**src/rtl/jrss_pkg.sv**
```systemverilog
// Shared types and constants for the joint ramp scan sequencer.
package jrss_pkg;

    typedef enum logic [1:0] {
        ST_IDLE,
        ST_MUL,
        ST_DIV,
        ST_PUT
    } t_state;

    typedef enum logic [1:0] {
        PH_IDLE     = 2'd0,
        PH_TO_START = 2'd1,
        PH_SCAN     = 2'd2,
        PH_MOVE     = 2'd3
    } t_phase;

    localparam logic [1:0] OP_TICK = 2'd0;
    localparam logic [1:0] OP_SCAN = 2'd1;
    localparam logic [1:0] OP_MOVE = 2'd2;

    localparam int          REG_WIDTH         = 16;
    localparam logic [1:0]  ADDR_MOVE_TICKS   = 2'd0;
    localparam logic [15:0] MOVE_TICKS_RESET  = 16'd500;

endpackage

```
**src/rtl/jrss_mul.sv**
```systemverilog
// Bit-serial shift-add multiplier: one multiplier bit per cycle.
module jrss_mul #(
    parameter int AW = 16,
    parameter int CW = 16
) (
    input  logic             i_clk,
    input  logic             i_rst_n,
    input  logic             i_start,
    input  logic [AW-1:0]    i_mcand,
    input  logic [CW-1:0]    i_mplr,
    output logic             o_done,
    output logic [AW+CW-1:0] o_product
);
    import jrss_pkg::*;

    localparam int SW = $clog2(CW);

    logic [AW-1:0] r_mcand, n_mcand;
    logic [AW-1:0] r_hi, n_hi;
    logic [CW-1:0] r_lo, n_lo;
    logic [SW-1:0] r_step, n_step;
    logic          r_busy, n_busy;
    logic          r_done, n_done;
    logic [AW:0]   sum;

    always_comb begin
        n_mcand = r_mcand;
        n_hi    = r_hi;
        n_lo    = r_lo;
        n_step  = r_step;
        n_busy  = r_busy;
        n_done  = 1'b0;
        sum     = {1'b0, r_hi} + (r_lo[0] ? {1'b0, r_mcand} : '0);
        if (i_start) begin
            n_mcand = i_mcand;
            n_hi    = '0;
            n_lo    = i_mplr;
            n_step  = '0;
            n_busy  = 1'b1;
        end else if (r_busy) begin
            // add-and-shift right: low bits of the product fill in from the top
            n_hi   = sum[AW:1];
            n_lo   = {sum[0], r_lo[CW-1:1]};
            n_step = r_step + 1'b1;
            if (r_step == SW'(CW - 1)) begin
                n_busy = 1'b0;
                n_done = 1'b1;
            end
        end
    end

    always_ff @(posedge i_clk) begin
        r_mcand <= n_mcand;
        r_hi    <= n_hi;
        r_lo    <= n_lo;
        r_step  <= n_step;
        if (!i_rst_n) begin
            r_busy <= 1'b0;
            r_done <= 1'b0;
        end else begin
            r_busy <= n_busy;
            r_done <= n_done;
        end
    end

    assign o_done    = r_done;
    assign o_product = {r_hi, r_lo};

endmodule

```
**src/rtl/jrss_div.sv**
```systemverilog
// Restoring divider: one quotient bit per cycle, unsigned operands.
module jrss_div #(
    parameter int DW = 32,
    parameter int CW = 16,
    parameter int QW = 16
) (
    input  logic          i_clk,
    input  logic          i_rst_n,
    input  logic          i_start,
    input  logic [DW-1:0] i_dividend,
    input  logic [CW-1:0] i_divisor,
    output logic          o_done,
    output logic [QW-1:0] o_quotient
);
    import jrss_pkg::*;

    localparam int SW = $clog2(DW);

    logic [DW-1:0] r_dvd, n_dvd;
    logic [CW-1:0] r_dvsr, n_dvsr;
    logic [CW-1:0] r_rem, n_rem;
    logic [QW-1:0] r_quo, n_quo;
    logic [SW-1:0] r_step, n_step;
    logic          r_busy, n_busy;
    logic          r_done, n_done;
    logic [CW:0]   trial;
    logic [CW:0]   diff;
    logic          fits;

    always_comb begin
        n_dvd  = r_dvd;
        n_dvsr = r_dvsr;
        n_rem  = r_rem;
        n_quo  = r_quo;
        n_step = r_step;
        n_busy = r_busy;
        n_done = 1'b0;
        trial  = {r_rem, r_dvd[DW-1]};
        diff   = trial - {1'b0, r_dvsr};
        fits   = trial >= {1'b0, r_dvsr};
        if (i_start) begin
            n_dvd  = i_dividend;
            n_dvsr = i_divisor;
            n_rem  = '0;
            n_quo  = '0;
            n_step = '0;
            n_busy = 1'b1;
        end else if (r_busy) begin
            // remainder stays below the divisor, so it fits in CW bits
            n_rem  = fits ? diff[CW-1:0] : trial[CW-1:0];
            n_quo  = {r_quo[QW-2:0], fits};
            n_dvd  = {r_dvd[DW-2:0], 1'b0};
            n_step = r_step + 1'b1;
            if (r_step == SW'(DW - 1)) begin
                n_busy = 1'b0;
                n_done = 1'b1;
            end
        end
    end

    always_ff @(posedge i_clk) begin
        r_dvd  <= n_dvd;
        r_dvsr <= n_dvsr;
        r_rem  <= n_rem;
        r_quo  <= n_quo;
        r_step <= n_step;
        if (!i_rst_n) begin
            r_busy <= 1'b0;
            r_done <= 1'b0;
        end else begin
            r_busy <= n_busy;
            r_done <= n_done;
        end
    end

    assign o_done     = r_done;
    assign o_quotient = r_quo;

endmodule

```
**src/rtl/joint_ramp_scan_sequencer.sv**
```systemverilog
// Joint ramp scan sequencer: linear ramp generator with scan sequencing.
//
// Input stream (i_s_*): one beat per command. tuser carries the opcode
// (tick, scan, move); tdata carries scan_origin, end_pos and scan_ticks.
// Output stream (o_m_*): exactly one beat per input beat, carrying the
// position after the command, the mode, the moving flag and the
// scan_start / scan_done pulses.
// The APB port holds move_ticks at address 0 (reset value 500); write it
// only while the block is idle.
// Flow: scan, move, unknown, idle ticks and ticks that end a ramp go from
// accept through ST_PUT to the output register. A tick that interpolates
// runs |span| * count through a bit-serial multiplier (ST_MUL) and then a
// restoring divider (ST_DIV) before ST_PUT.
// One beat is in flight at a time; the next beat is taken as soon as the
// result is in the output register, even if that register still waits.
// A stalled receiver holds the output beat and, once a second result is
// ready, holds the input side too. Reset clears the angle, the ramp and
// the output valid flag; no clearing pass is needed.
module joint_ramp_scan_sequencer #(
    parameter int ANGLE_WIDTH = 16,
    parameter int COUNT_WIDTH = 16
) (
    input  logic                                         i_clk,
    input  logic                                         i_rst_n,
    // slave stream
    input  logic                                         i_s_tvalid,
    output logic                                         o_s_tready,
    // tdata: scan_origin, end_pos, scan_ticks (lowest first), zero padded
    input  logic [((2*ANGLE_WIDTH+COUNT_WIDTH+7)/8)*8-1:0] i_s_tdata,
    // tuser: opcode
    input  logic [1:0]                                   i_s_tuser,
    // master stream
    output logic                                         o_m_tvalid,
    input  logic                                         i_m_tready,
    // tdata: position, mode, moving, scan_start, scan_done (lowest first)
    output logic [((ANGLE_WIDTH+5+7)/8)*8-1:0]           o_m_tdata,
    // APB configuration
    input  logic                                         psel,
    input  logic                                         penable,
    input  logic                                         pwrite,
    input  logic [1:0]                                   paddr,
    input  logic [31:0]                                  pwdata,
    output logic [31:0]                                  prdata,
    output logic                                         pready
);
    import jrss_pkg::*;

    localparam int AW = ANGLE_WIDTH;
    localparam int CW = COUNT_WIDTH;
    localparam int PW = AW + CW;
    localparam int OW = ((AW + 5 + 7) / 8) * 8;

    t_state              r_state, n_state;
    t_phase              r_phase, n_phase;
    logic [AW-1:0]       r_angle, n_angle;
    logic [AW-1:0]       r_origin, n_origin;
    logic [AW-1:0]       r_target, n_target;
    logic                r_span_neg, n_span_neg;
    logic [AW-1:0]       r_span_mag, n_span_mag;
    logic [CW-1:0]       r_cnt, n_cnt;
    logic [CW-1:0]       r_tgoal, n_tgoal;
    logic                r_active, n_active;
    logic [AW-1:0]       r_sweep_end, n_sweep_end;
    logic [CW-1:0]       r_sweep_ticks, n_sweep_ticks;
    logic [REG_WIDTH-1:0] r_move_ticks;
    logic                r_pulse_start, n_pulse_start;
    logic                r_pulse_done, n_pulse_done;
    logic                r_out_valid, n_out_valid;
    logic [OW-1:0]       r_out_data, n_out_data;

    logic [AW-1:0]       in_scan_origin;
    logic [AW-1:0]       in_end_pos;
    logic [CW-1:0]       in_scan_ticks;
    logic [CW:0]         cnt_inc;

    logic                ramp_load;
    logic [AW-1:0]       ramp_to;
    logic [AW-1:0]       ramp_from;
    logic [CW-1:0]       ramp_ticks;
    t_phase              ramp_phase;
    logic [AW:0]         ramp_diff;
    logic [AW:0]         ramp_abs;

    logic                mul_start;
    logic                mul_done;
    logic [PW-1:0]       mul_product;
    logic                div_start;
    logic                div_done;
    logic [AW-1:0]       div_quo;

    assign in_scan_origin = i_s_tdata[AW-1:0];
    assign in_end_pos     = i_s_tdata[2*AW-1:AW];
    assign in_scan_ticks  = i_s_tdata[2*AW+CW-1:2*AW];
    assign cnt_inc        = {1'b0, r_cnt} + 1'b1;

    assign o_s_tready = (r_state == ST_IDLE);
    assign o_m_tvalid = r_out_valid;
    assign o_m_tdata  = r_out_data;
    assign pready     = 1'b1;
    assign prdata     = {{(32-REG_WIDTH){1'b0}}, r_move_ticks};

    always_comb begin
        n_state       = r_state;
        n_phase       = r_phase;
        n_angle       = r_angle;
        n_origin      = r_origin;
        n_target      = r_target;
        n_span_neg    = r_span_neg;
        n_span_mag    = r_span_mag;
        n_cnt         = r_cnt;
        n_tgoal       = r_tgoal;
        n_active      = r_active;
        n_sweep_end   = r_sweep_end;
        n_sweep_ticks = r_sweep_ticks;
        n_pulse_start = r_pulse_start;
        n_pulse_done  = r_pulse_done;
        n_out_valid   = r_out_valid && !i_m_tready;
        n_out_data    = r_out_data;
        ramp_load     = 1'b0;
        ramp_to       = in_end_pos;
        ramp_from     = r_angle;
        ramp_ticks    = CW'(r_move_ticks);
        ramp_phase    = PH_MOVE;
        mul_start     = 1'b0;
        div_start     = 1'b0;

        case (r_state)
            ST_IDLE: begin
                if (i_s_tvalid) begin
                    n_pulse_start = 1'b0;
                    n_pulse_done  = 1'b0;
                    n_state       = ST_PUT;
                    case (i_s_tuser)
                        OP_SCAN: begin
                            n_sweep_end   = in_end_pos;
                            n_sweep_ticks = in_scan_ticks;
                            ramp_load     = 1'b1;
                            ramp_to       = in_scan_origin;
                            ramp_phase    = PH_TO_START;
                        end
                        OP_MOVE: begin
                            ramp_load = 1'b1;
                        end
                        OP_TICK: begin
                            if (r_active) begin
                                n_cnt = cnt_inc[CW-1:0];
                                if ({1'b0, r_tgoal} <= cnt_inc) begin
                                    // ramp ends: land exactly on the target
                                    n_angle  = r_target;
                                    n_cnt    = '0;
                                    n_tgoal  = '0;
                                    n_active = 1'b0;
                                    n_phase  = PH_IDLE;
                                    case (r_phase)
                                        PH_TO_START: begin
                                            n_pulse_start = 1'b1;
                                            ramp_load     = 1'b1;
                                            ramp_to       = r_sweep_end;
                                            ramp_from     = r_target;
                                            ramp_ticks    = r_sweep_ticks;
                                            ramp_phase    = PH_SCAN;
                                        end
                                        PH_SCAN: begin
                                            n_pulse_done = 1'b1;
                                        end
                                        default: ;
                                    endcase
                                end else begin
                                    mul_start = 1'b1;
                                    n_state   = ST_MUL;
                                end
                            end
                        end
                        default: ;
                    endcase
                end
            end
            ST_MUL: begin
                if (mul_done) begin
                    div_start = 1'b1;
                    n_state   = ST_DIV;
                end
            end
            ST_DIV: begin
                if (div_done) begin
                    n_angle = r_span_neg ? (r_origin - div_quo) : (r_origin + div_quo);
                    n_state = ST_PUT;
                end
            end
            ST_PUT: begin
                if (!r_out_valid || i_m_tready) begin
                    n_out_valid = 1'b1;
                    n_out_data  = OW'({r_pulse_done, r_pulse_start, r_active,
                                       r_phase, r_angle});
                    n_state     = ST_IDLE;
                end
            end
            default: n_state = ST_IDLE;
        endcase

        ramp_diff = {ramp_to[AW-1], ramp_to} - {ramp_from[AW-1], ramp_from};
        ramp_abs  = ramp_diff[AW] ? (~ramp_diff + 1'b1) : ramp_diff;

        if (ramp_load) begin
            n_target   = ramp_to;
            n_origin   = ramp_from;
            n_span_neg = ramp_diff[AW];
            n_span_mag = ramp_abs[AW-1:0];
            n_cnt      = '0;
            n_tgoal    = ramp_ticks;
            n_active   = 1'b1;
            n_phase    = ramp_phase;
        end
    end

    always_ff @(posedge i_clk) begin
        r_out_data <= n_out_data;
        if (!i_rst_n) begin
            r_state       <= ST_IDLE;
            r_phase       <= PH_IDLE;
            r_angle       <= '0;
            r_origin      <= '0;
            r_target      <= '0;
            r_span_neg    <= 1'b0;
            r_span_mag    <= '0;
            r_cnt         <= '0;
            r_tgoal       <= '0;
            r_active      <= 1'b0;
            r_sweep_end   <= '0;
            r_sweep_ticks <= '0;
            r_pulse_start <= 1'b0;
            r_pulse_done  <= 1'b0;
            r_out_valid   <= 1'b0;
            r_move_ticks  <= MOVE_TICKS_RESET;
        end else begin
            r_state       <= n_state;
            r_phase       <= n_phase;
            r_angle       <= n_angle;
            r_origin      <= n_origin;
            r_target      <= n_target;
            r_span_neg    <= n_span_neg;
            r_span_mag    <= n_span_mag;
            r_cnt         <= n_cnt;
            r_tgoal       <= n_tgoal;
            r_active      <= n_active;
            r_sweep_end   <= n_sweep_end;
            r_sweep_ticks <= n_sweep_ticks;
            r_pulse_start <= n_pulse_start;
            r_pulse_done  <= n_pulse_done;
            r_out_valid   <= n_out_valid;
            if (psel && penable && pwrite && (paddr == ADDR_MOVE_TICKS)) begin
                r_move_ticks <= pwdata[REG_WIDTH-1:0];
            end
        end
    end

    // |span| * count, then divided by the tick goal (count < goal here)
    jrss_mul #(
        .AW (AW),
        .CW (CW)
    ) u_mul (
        .i_clk     (i_clk),
        .i_rst_n   (i_rst_n),
        .i_start   (mul_start),
        .i_mcand   (r_span_mag),
        .i_mplr    (cnt_inc[CW-1:0]),
        .o_done    (mul_done),
        .o_product (mul_product)
    );

    jrss_div #(
        .DW (PW),
        .CW (CW),
        .QW (AW)
    ) u_div (
        .i_clk      (i_clk),
        .i_rst_n    (i_rst_n),
        .i_start    (div_start),
        .i_dividend (mul_product),
        .i_divisor  (r_tgoal),
        .o_done     (div_done),
        .o_quotient (div_quo)
    );

endmodule

```
**config.mk**
```make
export PLATFORM = sky130hd
export DESIGN_NAME = joint_ramp_scan_sequencer
export DESIGN_NICKNAME = d
export VERILOG_FILES = /design/src/rtl/jrss_pkg.sv /design/src/rtl/jrss_mul.sv /design/src/rtl/jrss_div.sv /design/src/rtl/joint_ramp_scan_sequencer.sv
export SDC_FILE = /design/constraint.sdc
export NUM_CORES = 1
export LEC_CHECK = 0
export ABC_CLOCK_PERIOD_IN_PS = 7400
export BUFFER_PORTS_ARGS = -buffer_cell sky130_fd_sc_hd__buf_2
export CAP_MARGIN = 0
export CELL_PAD_IN_SITES_DETAIL_PLACEMENT = 1
export CELL_PAD_IN_SITES_GLOBAL_PLACEMENT = 2
export CORE_MARGIN = 2
export CORE_UTILIZATION = 39
export CTS_BUF_LIST = sky130_fd_sc_hd__clkbuf_2
export CTS_CLUSTER_SIZE = 40
export DETAILED_ROUTE_END_ITERATION = 16
export GPL_TIMING_DRIVEN = 0
export PLACE_DENSITY = 0.84
export SLEW_MARGIN = 5
export SYNTH_ARGS = -nofsm -noshare
export SYNTH_HDL_FRONTEND = slang
export SYNTH_SLANG_ARGS = --single-unit
```
**constraint.sdc**
```tcl
create_clock -name i_clk -period 7.4 [get_ports i_clk]
set_input_delay 0.74 -clock i_clk [delete_from_list [all_inputs] [get_ports i_clk]]
set_output_delay 0.74 -clock i_clk [all_outputs]
set_load 0.05 [all_outputs]
```
==> qor.txt <==
Sequential fraction of the synthesis area = 44.0%
Type of destination of the critical path = flop
Final Slew Violations = 0
Synth async-reset ratio = 0%
Antenna violations before repair = 2
DP Area = 18000 um^2
IO Count = 150
Residual DRC = 0
Number of enable flip-flop cells after synthesis = 101
Min Tclk post-route = 6.91 ns
Worst vdd ir = 146 uV
Status = complete, no violations
GRT overflow = 0
Area delta synth->final = 17.1%
Post-Syn Instances = 1836
Post-route ant nets = 0
Root Buffer = clkbuf_2
P_leak = 0.00821 uW
Die ar. = 44300 um^2
Sinks on Clock Net = 315
Primary FF master, synth = dfxtp_1
Final hold violations = 0
CTS buffer count = 88
Fmax = 145 MHz
Power Total = 4610 uW
Finished Cell Area = 19500 um^2
Vias in the first global route = 15200
Startpoint Class = flop
WL final = 53.6 mm
Aggregate global-route resource usage = 24.5%
Deepest clock path buffer count = 3
Drt pass-1 iters = 6
Initial DRC Count = 831
Synth Register Bits = 315
Avg Inst Size Synth = 9.07 um^2
Port bufs = 112
Fin nets = 2311
Worst-margin pin slew = 1.23 ns
Critical path data required time = 8.36 ns
Worst Clk Skew = 0.136 ns
Pin count of the biggest net entering global routing = 33
Crit path max fanout = 10
H-Tree Depth = 3
Worst min path class = in -> reg
Critical Path AT = 7.88 ns
Synth warn = 0
Worst skew pair latency = 1.11 ns
Final setup fails = 0
Netlist cell types = 85
CTS tree = done
DP HPWL = 39.7 mm
Pwr/cell area = 237 nW/um^2
Fin crit share = 93.4%
DR WL/cell = 19.6 um
Initial Util = 39.6%
RSZ-0062 raised after global routing = false
Vias per cell = 5.36
First-pass GRT wire length = 84.4 mm
Die Width = 211 um
Final core utilization = 46.4%
Via count = 14700
Die Height = 211 um
CP Class = reg -> reg
Maximum Capacitance Violations = 0
Slew headroom = 18.0%
GP Congestion = 0.869
Clk pin slew, worst setup/hold paths = 0.11 ns
Core ar. = 42000 um^2
Syn Std Cell Area = 16600 um^2
Rows = 75
Share of cells above drive strength 1 = 16.3%
Setup TNS Final = 0 ns
-- cells in the mapped netlist (all sizes together) (7+ instances only) --
| library cell | number | area, um^2 |
|---|---|---|
| or3 | 11 | 68.8 |
| xor2 | 29 | 254 |
| ha | 94 | 1180 |
| nor3 | 20 | 105 |
| xnor2 | 54 | 480 |
| o21ai | 66 | 334 |
| o31ai | 7 | 71.3 |
| edfxtp | 101 | 3030 |
| clkbuf | 62 | 233 |
| nand3 | 33 | 165 |
| nor4 | 7 | 43.8 |
| a21o | 25 | 188 |
| and2 | 25 | 156 |
| o211ai | 7 | 52.6 |
| nand2 | 307 | 1150 |
| a222oi | 16 | 160 |
| buf | 47 | 285 |
| a21oi | 134 | 682 |
| o2bb2ai | 16 | 140 |
| a211oi | 46 | 360 |
| inv | 79 | 297 |
| and3 | 8 | 50.1 |
| dfxtp | 214 | 4280 |
| o21a | 7 | 52.6 |
| nand4 | 15 | 100 |
| nand2b | 12 | 75.1 |
| nor2b | 12 | 75.1 |
| a311oi | 12 | 111 |
| a31oi | 15 | 93.8 |
| or2 | 23 | 144 |
| mux2i | 85 | 851 |
| nor2 | 169 | 634 |
-- worst paths after layout --
kind,from,end,slack [ns],cells past startpoint
min reg2reg,u_div.r_dvd[5]$_DFFE_PP_,u_div.r_dvd[6]$_DFFE_PP_,0.41,2
max,r_cnt[0]$_SDFFE_PP0P_,r_span_mag[15]$_SDFFE_PN0P_,0.49,26
max reg2reg,r_cnt[0]$_SDFFE_PP0P_,r_span_mag[15]$_SDFFE_PN0P_,0.49,26
min,i_s_tdata[6],r_target[6]$_SDFFE_PN0P_,0.11,3
-- layout make-up --
class | count | area [um^2]
antenna | 2 | 5.00
buffer | 109 | 520
clock buffer | 139 | 696
clock inverter | 25 | 163
fill | 5082 | 22500
inverter | 79 | 297
multi-input combinational | 1351 | 8610
sequential | 315 | 7320
tap | 539 | 674
timing repair buffer | 178 | 1210
-- cell families (layout without fill, tap and decap cells) --
| logic type | after synthesis | count (layout) | synth area share [%] |
|---|---|---|---|
| AO/OA/AOI/OAI | 403 | 403 | 16.3 |
| XOR/XNOR | 83 | 83 | 4.41 |
| adder cells (fa/ha/maj) | 98 | 98 | 7.55 |
| buffers and inverters | 188 | 530 | 4.89 |
| flip-flops | 315 | 315 | 44.0 |
| multiplexers | 86 | 86 | 5.18 |
| other | 2 | 22 | 0.0451 |
| AND/OR/NAND/NOR | 661 | 661 | 17.6 |
-- per-layer routing --
metal	up-vias	GRT usage [%]	routed length, um
met3	105	4.59	2240
met5	-	0	0
met4	0	9.30	1810
met2	352	41.2	25600
li1	7092	-	-
met1	7133	31.3	24000
-- worst max-delay path, stage by stage (launching register included) --
cell and delay, ns:
dfxtp_1 0.47, ha_1 0.29, nand3_2 0.20, nor2_4 0.24
nand3_1 0.12, xor2_1 0.25, ha_1 0.30, a21o_1 0.16
a221oi_1 0.25, o21ai_0 0.17, a21oi_2 0.27, o21ai_1 0.11
buf_2 0.22, o21a_1 0.24, clkbuf_2 0.25, a222oi_1 0.65
inv_1 0.11, ha_1 0.41, a21oi_1 0.17, o21ai_1 0.16
or3_1 0.36, o221a_2 0.26, a311oi_2 0.33, nand4_1 0.21
o21a_1 0.23, or2_1 0.21, o221ai_1 0.20
-- cell usage in the layout (no fill, tap or decap), types with 11 or more instances in the layout --
cell / n
nand4_1: 14
clkinv_1: 19
buf_2: 130
clkbuf_2: 141
a31oi_1: 15
a21o_1: 25
nor2_1: 168
buf_4: 27
nand3_1: 32
nor3_1: 19
nand2_1: 307
a222oi_1: 16
xor2_1: 29
dfxtp_1: 214
nor2b_1: 11
edfxtp_1: 101
a21oi_1: 131
or3_1: 11
ha_1: 94
a211oi_1: 43
nand2b_1: 12
or2_2: 20
mux2i_1: 85
o2bb2ai_1: 16
dlygate4sd3_1: 59
clkbuf_1: 60
inv_1: 76
a311oi_1: 11
and2_1: 25
xnor2_1: 52
conb_1: 20
o21ai_0: 60
-- per-stage QoR --
step           worst slack [ns]  cells  hold slack, ns
2_1_floorplan              1.57   1854           0.403
3_3_place_gp             -0.193   2505           0.417
3_5_place_dp             -0.284   2506           0.424
4_1_cts                 0.00965   2731         0.00368
5_1_grt                  0.0648   2737          0.0437
6_report                  0.486   2737           0.110
-- report_power, final --
part | switching, uW | internal (uW)
registers | 86.5 | 1890
logic | 792 | 480
clock network | 796 | 568
-- state kept, by name, indices dropped and copies added (netlist names), 4 cells and up --
signal / cells
r_origin: 16
r_cnt: 16
u_div.r_dvsr: 16
u_div.o_quotient: 16
u_mul.r_hi: 16
r_target: 16
u_div.r_rem: 16
u_mul.r_mcand: 16
u_div.r_step: 5
u_div.r_dvd: 32
r_move_ticks: 16
u_mul.r_step: 4
o_m_tdata: 21
r_angle: 16
r_tgoal: 16
r_sweep_end: 16
u_mul.r_lo: 16
r_span_mag: 16
r_sweep_ticks: 16
-- timing repair --
| action | in CTS | in global routing |
|---|---|---|
| buffers inserted | 2 | 4 |
| setup endpoints to repair | 8 | 15 |
| resized for setup | 0 | 8 |
| pin swaps | 2 | 3 |
| hold buffers | 59 | 0 |
| hold endpoints to repair | 59 | 0 |
(Power assumes the default switching activity.)
